==> config.mk <==
export PLATFORM = sky130hd
export DESIGN_NAME = slc_cell
export DESIGN_NICKNAME = d
export VERILOG_FILES = /design/src/hdl/srgb_to_lightness_core_macros.svh /design/src/hdl/slc_pkg.sv /design/src/hdl/slc_cell.sv
export SDC_FILE = /design/constraint.sdc
export NUM_CORES = 1
export LEC_CHECK = 0
export BUFFER_PORTS_ARGS = -buffer_cell sky130_fd_sc_hd__buf_4
export CAP_MARGIN = 20
export CORE_AREA = 2 2 181 183
export DETAILED_ROUTE_END_ITERATION = 8
export DIE_AREA = 0 0 183 185
export GPL_ROUTABILITY_DRIVEN = 0
export GPL_TIMING_DRIVEN = 0
export PLACE_DENSITY = 0.54
export SYNTH_ARGS = -nofsm -noshare
export SYNTH_HDL_FRONTEND = slang
export SYNTH_SLANG_ARGS = --single-unit
==> constraint.sdc <==
create_clock -name clk_i -period 0.9 [get_ports clk_i]
set_input_delay 0.135 -clock clk_i [delete_from_list [all_inputs] [get_ports clk_i]]
set_output_delay 0.135 -clock clk_i [all_outputs]
set_load 0.05 [all_outputs]
==> src/hdl/srgb_to_lightness_core_macros.svh <==
// ----------------------------------------------------------------------------
// srgb_to_lightness_core assertion macros
// Concurrent assertion helpers, clocked on clk_i and disabled during reset.
// ----------------------------------------------------------------------------
`ifndef SRGB_TO_LIGHTNESS_CORE_MACROS_SVH
`define SRGB_TO_LIGHTNESS_CORE_MACROS_SVH
`ifndef SYNTHESIS
// condition a implies condition b in the same cycle
`define SLC_ASSERT_IMPL(lbl, a, b) \
  lbl: assert property (@(posedge clk_i) disable iff (!rst_ni) (a) |-> (b)) \
    else $error("assertion failed");
// condition a implies condition b later, with the delay given by n
`define SLC_ASSERT_DELAY(lbl, a, n, b) \
  lbl: assert property (@(posedge clk_i) disable iff (!rst_ni) (a) |-> ##n (b)) \
    else $error("assertion failed");
`else
`define SLC_ASSERT_IMPL(lbl, a, b)
`define SLC_ASSERT_DELAY(lbl, a, n, b)
`endif
`endif

==> src/hdl/slc_pkg.sv <==
// ----------------------------------------------------------------------------
// slc_pkg
// Constants, tables and types for the sRGB to L* lightness core.
// ----------------------------------------------------------------------------
`default_nettype none

package slc_pkg;

  localparam int LinFracBits  = 16;
  localparam int LinGuardBits = 34;
  localparam int LinRaw       = LinFracBits + LinGuardBits;
  localparam int LinW         = (LinRaw > 50) ? 50 : ((LinRaw < 8) ? 8 : LinRaw);
  localparam int LinEntW      = LinW + 1;
  localparam int SumW         = 64;
  localparam int CntW         = 7;
  localparam int NumThr       = 100;
  localparam int CellThr      = 5;
  localparam int NumCells     = NumThr / CellThr;
  localparam int IncW         = $clog2(CellThr + 1);
  localparam int FrontStages  = 2;
  localparam int Latency      = FrontStages + NumCells;

  localparam int WeightR      = 2126;
  localparam int WeightG      = 7152;
  localparam int WeightB      = 722;
  localparam int LinDiv       = 32946;
  localparam int DenLow       = 24389;
  localparam int DenHigh      = 1560896;
  localparam int BigW         = 512;

  typedef logic [LinEntW-1:0] lin_tab_t [256];
  typedef logic [SumW-1:0] thr_tab_t [NumThr];
  typedef logic [CellThr-1:0][SumW-1:0] thr_grp_t;

  // token handed from cell to cell
  typedef struct packed {
    logic            valid;
    logic [SumW-1:0] sum;
    logic [CntW-1:0] count;
  } slc_tok_t;

  // integer power on wide words
  function automatic logic [BigW-1:0] big_pow(logic [BigW-1:0] b, int e);
    logic [BigW-1:0] p;
    p = BigW'(1);
    for (int i = 0; i < e; i++) begin
      p = p * b;
    end
    return p;
  endfunction

  // floor(lin(c) * 2^LinW), exact
  function automatic logic [LinEntW-1:0] lin_entry(int c);
    logic [BigW-1:0] d12;
    logic [BigW-1:0] rhs;
    logic [BigW-1:0] lhs;
    logic [BigW-1:0] wide;
    logic [LinEntW:0] lo;
    logic [LinEntW:0] hi;
    logic [LinEntW:0] mid;
    if (c <= 10) begin
      wide = (BigW'(10 * c) << LinW) / LinDiv;
      return wide[LinEntW-1:0];
    end
    d12 = big_pow(BigW'(269025), 12);
    rhs = big_pow(BigW'(1000 * c + 14025), 12) << (5 * LinW);
    lo  = '0;
    hi  = (LinEntW + 1)'(1) << LinW;
    for (int it = 0; it < LinEntW + 2; it++) begin
      if (lo < hi) begin
        mid = lo + ((hi - lo + 1) >> 1);
        lhs = big_pow(BigW'(mid), 5) * d12;
        if (lhs <= rhs) begin
          lo = mid;
        end else begin
          hi = mid - 1;
        end
      end
    end
    return lo[LinEntW-1:0];
  endfunction

  function automatic lin_tab_t build_lin_tab();
    lin_tab_t t;
    for (int c = 0; c < 256; c++) begin
      t[c] = lin_entry(c);
    end
    return t;
  endfunction

  // smallest sum that reaches lightness k+1
  function automatic thr_tab_t build_thr_tab();
    thr_tab_t t;
    logic [127:0] num;
    logic [127:0] v;
    logic [127:0] q;
    for (int i = 0; i < NumThr; i++) begin
      if (i + 1 <= 8) begin
        num = 128'(27 * (i + 1));
        v   = (num * 128'(10000)) << LinW;
        q   = (v + 128'(DenLow - 1)) / DenLow;
      end else begin
        num = 128'(i + 17) * 128'(i + 17) * 128'(i + 17);
        v   = (num * 128'(10000)) << LinW;
        q   = (v + 128'(DenHigh - 1)) / DenHigh;
      end
      t[i] = q[SumW-1:0];
    end
    return t;
  endfunction

  localparam lin_tab_t LinTab = build_lin_tab();
  localparam thr_tab_t ThrTab = build_thr_tab();

endpackage

`default_nettype wire

==> src/hdl/slc_cell.sv <==
// ----------------------------------------------------------------------------
// slc_cell
// One link of the threshold chain: counts thresholds reached, passes token on.
// ----------------------------------------------------------------------------
`default_nettype none

module slc_cell import slc_pkg::*; (
  input  wire logic     clk_i,
  input  wire logic     rst_ni,
  input  wire thr_grp_t thr_i,
  input  wire slc_tok_t tok_i,
  output slc_tok_t      tok_o
);

  logic            vld_q;
  logic [SumW-1:0] sum_q;
  logic [CntW-1:0] cnt_q, cnt_d;
  logic [IncW-1:0] inc;

  // thresholds reached in this cell
  always_comb begin
    inc = '0;
    for (int j = 0; j < CellThr; j++) begin
      inc = inc + IncW'(tok_i.sum >= thr_i[j]);
    end
    cnt_d = tok_i.count + CntW'(inc);
  end

  always_ff @(posedge clk_i or negedge rst_ni) begin
    if (!rst_ni) begin
      vld_q <= 1'b0;
    end else begin
      vld_q <= tok_i.valid;
    end
  end

  always_ff @(posedge clk_i) begin
    sum_q <= tok_i.sum;
    cnt_q <= cnt_d;
  end

  assign tok_o.valid = vld_q;
  assign tok_o.sum   = sum_q;
  assign tok_o.count = cnt_q;

endmodule

`default_nettype wire

==> results.md, run 1 <==
* Filler-free cell count of the finished design at 2176
* Lkg Pwr at 8.98 nW
* Critical path class: input port to flip-flop
* Post-Syn Area at 9620 um2
* Hpwl dp at 32.8 mm
* Vias at 10300
* Slew HR at 33.8%
* Final Hold Slack at 0.0650 ns
* Hold Path Class: input port to flip-flop
* Post-detailed-route count of antenna-violating nets at 0
* Synth top area cells: ha_1, dfxtp_1, inv_1
* Initial antenna violation count at 0
* Nets at 2484
* DR pass1 iterations at 4
* CP max FO at 6
* Cell taking the most area after synthesis: ha_1
* M3 GR Usage at 6.41%
* Main synth FF type: dfxtp_1
* Largest net degree at the start of global routing at 14
* Comb pwr share at 50.7%
* Routed wire length at 39.0 mm
* Initial DRC count at 217
* Async S/R FF share, synth at 1.39%
* Max Cap Viol at 0
* Die W at 183 um
* Met2 GRT Util at 41.8%
* Die area at 33900 um2
* Mean area per synthesized cell at 7.96 um2
* Switching share of power at 37.9%
* Failing checks: negative setup slack
* Seq pwr share at 24.0%
* Max Fclk at 241 MHz
* Post-synth EDFFs at 0
* Boundary pin count at 466
* Period utilisation layout at 462%
* Post-synth net total at 1930
* Met1 GRT Util at 24.6%
* Outcome: finished with violations
* Setup violators final at 79
* Sw Pwr at 5.80 mW
* WL/cell at 17.9 um
* DP Cell Count at 2082
* # DRC at 0
* FP Rows at 66
* Register area share after synthesis at 15.0%
* Via density at 4.75
* Critical Path RT at 1.15 ns
* Starting Density at 30.0%
* Cell variety after synth at 53
* Clock Root Buffer: clkbuf_16
* Multi-input gate area at 7450 um2
* Layout cells sized above 1 at 35.4%
* Worst-path clk slew at 0.06 ns
* Number of CTS-inserted buffers at 9
* Post-synth top area share at 42.1%
* RSZ-0062 raised after global routing: yes
* Fill cells at 3021
* FF/Latch Area at 1530 um2
* Worst-Margin Slew at 0.980 ns
* Congestion Overflow GR at 0
* Fin worst setup slack at -3.25 ns
* Clock Sinks at 72
* Synth Warn # at 0
* Post-Syn Instances at 1209
* Pint at 9.48 mW
* Worst EP arrival at 4.40 ns
* Synthesized flop and latch total at 72
* CP Capture Type: flip-flop
* Die Height at 185 um
* All-Layer GR Usage at 22.4%
* Gr busiest metal: met2
* Clock power share at 25.2%
* Port Buffers at 465
* Max Root-Sink Buffers at 2
* P&R area growth vs syn at 65.3%
* Vias in the first global route at 10600
* Worst setup SP type: input port
* # diodes at 0
* Pwr dens at 961 nW/um2
* H-tree Lvls at 3
* CTS tree: built
* Min cycle time layout at 4.15 ns
* Core area at 32000 um2
* Final Hold Viols at 0
* Final Max Slew Viols at 0
* VDD IR max at 0.000896 V
* Global-route wire length before repair at 57.4 mm
kinds of logic (layout without fill, tap and decap cells):
group                    Yosys count  count (layout)  synth area share, %
flip-flops                        72              72                 15.0
XOR/XNOR                           5               5                0.455
buffers and inverters            327             886                 12.8
adder cells (fa/ha/maj)          327             327                 42.8
AND/OR/NAND/NOR                  205             205                 11.4
AO/OA/AOI/OAI                    273             273                 17.6
flip-flops by register name (all words and copies together), names as in the netlist:
name   flops
sum_q     64
vld_q      1
cnt_q      7
path summary, 6_finish.rpt:
kind | start | to | slack (ns) | cells after the start
setup / recovery | tok_i[57] | cnt_q[2] | -3.25 | 17
hold / removal | tok_i[3] | cnt_q[3] | 0.07 | 2
max in group asynchronous | rst_ni | vld_q | 0.72 | 2
min in group asynchronous | rst_ni | vld_q | 0.10 | 2
power by group through the flow:
stage / combinational (mW) / sequential, mW / clock [mW]
finish: 7.75 / 3.67 / 3.86
global route: 8.58 / 3.69 / 4.09
CTS: 7.52 / 3.66 / 3.97
detailed placement: 6.74 / 3.59 / 0
global placement: 6.63 / 3.59 / 0
floorplan: 2.76 / 4.50 / 0
synthesized netlist by cell type, types with 5 or more instances:
cell type	instances
dfxtp_1	71
nor2_1	31
ha_1	324
nand2b_1	5
a21oi_1	123
o211ai_1	5
and4_1	9
a211oi_1	9
o21ai_0	41
nor4_1	6
a21o_1	57
nand2_1	52
inv_1	326
nor3_1	5
nor2b_1	8
nand4_1	53
nand3_1	23
stage by stage:
step	instance area, um2	TNS (ns)	worst slack, ns	power [mW]	utilization, %
after floorplan	9680	-18.84	-2.94	7.26	-
after global placement	13700	-27.62	-4.28	10.2	42.7
after detailed placement	13700	-27.68	-4.28	10.3	42.7
after CTS	15300	-29.09	-3.34	15.2	47.8
after global routing	15900	-30.32	-3.41	16.4	49.6
final	15900	-26.78	-3.25	15.3	49.6
worst max-delay path, cell delays in order:
cell and delay [ns]:
buf_4 0.15, ha_4 0.27, nand4_1 0.17, nor4_4 0.44, nand4b_1 0.26, or3_1 0.43
a31o_1 0.20, o211ai_1 0.21, fa_1 0.48, inv_2 0.08, fa_2 0.44, inv_2 0.08
ha_4 0.12, inv_2 0.04, fa_2 0.44, buf_4 0.17, xnor2_2 0.28
metal layers:
| layer | wire (um) | up-vias |
|---|---|---|
| met3 | 2870 | 36 |
| met2 | 19800 | 337 |
| li1 | - | 5284 |
| met4 | 830 | 0 |
| met1 | 15500 | 4686 |
| met5 | 0 | - |
area by class of cell:
type,instances,share of cell area [%]
clock buffer,9,1.42
clock inverter,7,0.456
inverter,326,7.81
multi-input combinational,810,46.9
sequential,72,9.65
tap,408,3.21
timing repair buffer,544,30.6
what timing repair did:
item                                   4_1_cts  5_1_grt
setup endpoints to repair                   79       79
setup buffers                                1        9
resized for setup                          206       84
endpoints found under the hold margin       69        0
hold buffers                                69        0
pin swaps                                   11       28
layout by cell type, fill, tap and decap left out, types with 10 or more instances in the layout:
master and count:
buf_4 383, inv_1 314, ha_1 298, a21oi_1 119, dfxtp_2 70, dlygate4sd3_1 69, buf_8 58, a21o_1 57
nand4_1 53, nand2_1 52, o21ai_0 40, nor2_1 30, buf_6 29, ha_4 26, nand3_1 23, inv_2 10
No activity file was read; power rests on OpenSTA's default activity.
==> run 2: changes to the inputs <==
--- a/constraint.sdc
+++ b/constraint.sdc
@@ -3,2 +3,2 @@
 set_output_delay 0.135 -clock clk_i [all_outputs]
-set_load 0.05 [all_outputs]
+set_load 0.02 [all_outputs]
==> results.md, run 2 (same netlist as run 1, synthesis figures left out) <==
* Setup TNS at -24.27 ns (+2.51 ns)
* Boundary pin count at 466 (unchanged)
* Max Fclk at 242 MHz (+0.49%)
* Die Height at 185 um (unchanged)
* Most frequent cells in the layout: buf_4, inv_1, ha_1
* Cell Area, Placed at 13700 um2 (unchanged)
* Largest net degree at the start of global routing at 14 (unchanged)
* Setup violators final at 79 (unchanged)
* P&R area growth vs syn at 62.9%
* Worst EP arrival at 4.38 ns (-0.02 ns)
* Pwr dens at 920 nW/um2 (-4.3%)
* Slew HR at 36.3% (+2.4 points)
* All-Layer GR Usage at 22.3% (-0.13 points)
* Initial antenna violation count at 0 (unchanged)
* Max FFs per register at 64 (unchanged)
* H-tree Lvls at 3 (unchanged)
* Critical Path RT at 1.15 ns (about the same)
* CP Capture Type: flip-flop
* CTS tree: built
* Hold Path Class: input port to flip-flop
* Global-route wire length before repair at 56.8 mm (-0.97%)
* WL/cell at 17.9 um (-0.36%)
* Initial DRC count at 220 (+1.4%)
* # DRC at 0 (unchanged)
* Hold Path Depth at 3 (+1)
* Via density at 4.78 (+0.65%)
* Hold_sp: tok_i[3]
* Registers with the most flip-flops: sum_q x64, cnt_q x7, vld_q x1
* Clock Sinks at 72 (unchanged)
* Core area at 32000 um2 (unchanged)
* Vias in the first global route at 10500 (-0.65%)
* Port Buffers at 465 (unchanged)
* Critical path class: input port to flip-flop
* Final Hold Viols at 0 (unchanged)
* Period utilisation layout at 459% (-2.2 points)
* Worst-Margin Slew at 0.944 ns (-0.0361 ns)
* Clock Root Buffer: clkbuf_16
* Starting Density at 30.0% (unchanged)
* Lkg Pwr at 8.90 nW (-0.91%)
* Hpwl dp at 32.8 mm (unchanged)
* Number of CTS-inserted buffers at 9 (unchanged)
* Largest Register: sum_q
* RSZ-0062 raised after global routing: yes
* Layout cells sized above 1 at 35.4% (unchanged)
* Worst-path clk slew at 0.07 ns (about the same)
* VDD IR max at 0.000898 V (+0.27%)
* Vias at 10400 (+0.65%)
* Congestion Overflow GR at 0 (unchanged)
* Die W at 183 um (unchanged)
* Max Root-Sink Buffers at 2 (unchanged)
* # diodes at 0 (unchanged)
* CP max FO at 6 (unchanged)
* Final Max Slew Viols at 0 (unchanged)
* Post-detailed-route count of antenna-violating nets at 0 (unchanged)
* Nets at 2484 (unchanged)
* Die area at 33900 um2 (unchanged)
* DR pass1 iterations at 4 (unchanged)
* Routed wire length at 38.9 mm (-0.36%)
* Dpl ws at -4.28 ns (unchanged)
* Hold endpoint: cnt_q[4]
* Max Cap Viol at 0 (unchanged)
* Design area at 15700 um2 (-1.4%)
* Failing checks: negative setup slack
* Outcome: finished with violations
* Leading cell type in the layout, fill and taps excluded: buf_4
* FP Rows at 66 (unchanged)
* Min cycle time layout at 4.13 ns (-0.0202 ns)
* Fin worst setup slack at -3.23 ns (+0.0202 ns)
* Worst setup SP type: input port
* Final Hold Slack at 0.0608 ns (-0.00424 ns)
==> run 2: per-layer routing <==
metal  routed length [um]  global-route usage [%]  vias up  share of wire [%]
li1                     -                       -     5283                  -
met3                 2920                    6.51       51                7.5
met5                    0                       0        -                  0
met4                 1120                    7.68        0                2.9
met2                19300                    40.9      351                 50
met1                15500                    24.5     4725                 40
==> run 2: critical path, stage by stage <==
cell	delay, ns
buf_4	0.15
ha_4	0.28
nand4_1	0.18
nor4_4	0.44
nand4b_1	0.26
or3_1	0.43
a31o_1	0.20
o211ai_1	0.18
fa_1	0.48
inv_2	0.08
fa_2	0.44
inv_2	0.08
ha_4	0.12
inv_2	0.04
fa_2	0.43
buf_4	0.16
xnor2_2	0.28
==> run 2: worst max-delay path by stage <==
stage | start | to | slack (ns) | cells past startpoint
finish | tok_i[58] | cnt_q[2] | -3.23 | 17
global route | tok_i[58] | cnt_q[6] | -3.46 | 18
CTS | tok_i[7] | cnt_q[6] | -3.34 | 19
global placement | tok_i[66] | cnt_q[6] | -4.28 | 18
detailed placement | tok_i[66] | cnt_q[6] | -4.28 | 18
floorplan | tok_i[7] | cnt_q[6] | -2.94 | 18
==> run 2: through the flow <==
step | power (mW) | cells | util, %
floorplan | 6.67 | 1209 | -
global placement | 9.62 | 2082 | 42.7
detailed placement | 9.74 | 2082 | 42.7
CTS | 14.4 | 2167 | 47.4
global route | 15.5 | 2176 | 48.9
finish | 14.4 | 2176 | 48.9
==> run 2: layout make-up <==
cell class | instances | area [um2]
fill | 3054 | 16400
multi-input combinational | 810 | 7450
timing repair buffer | 544 | 4640
sequential | 72 | 1530
inverter | 326 | 1240
tap | 408 | 510
clock buffer | 9 | 225
clock inverter | 7 | 72.6
==> run 2: what timing repair did <==
item,4_1_cts,5_1_grt
hold endpoints to repair,69,0
gates resized for setup,161,70
pin swaps,11,28
buffers inserted,1,9
hold buffers,69,0
setup endpoints to repair,79,79
==> run 2: power breakdown <==
group          switching (mW)  internal [mW]  leakage (nW)
clock                    1.71           2.14         0.130
combinational            3.33           3.63          8.16
sequential              0.121           3.50         0.611
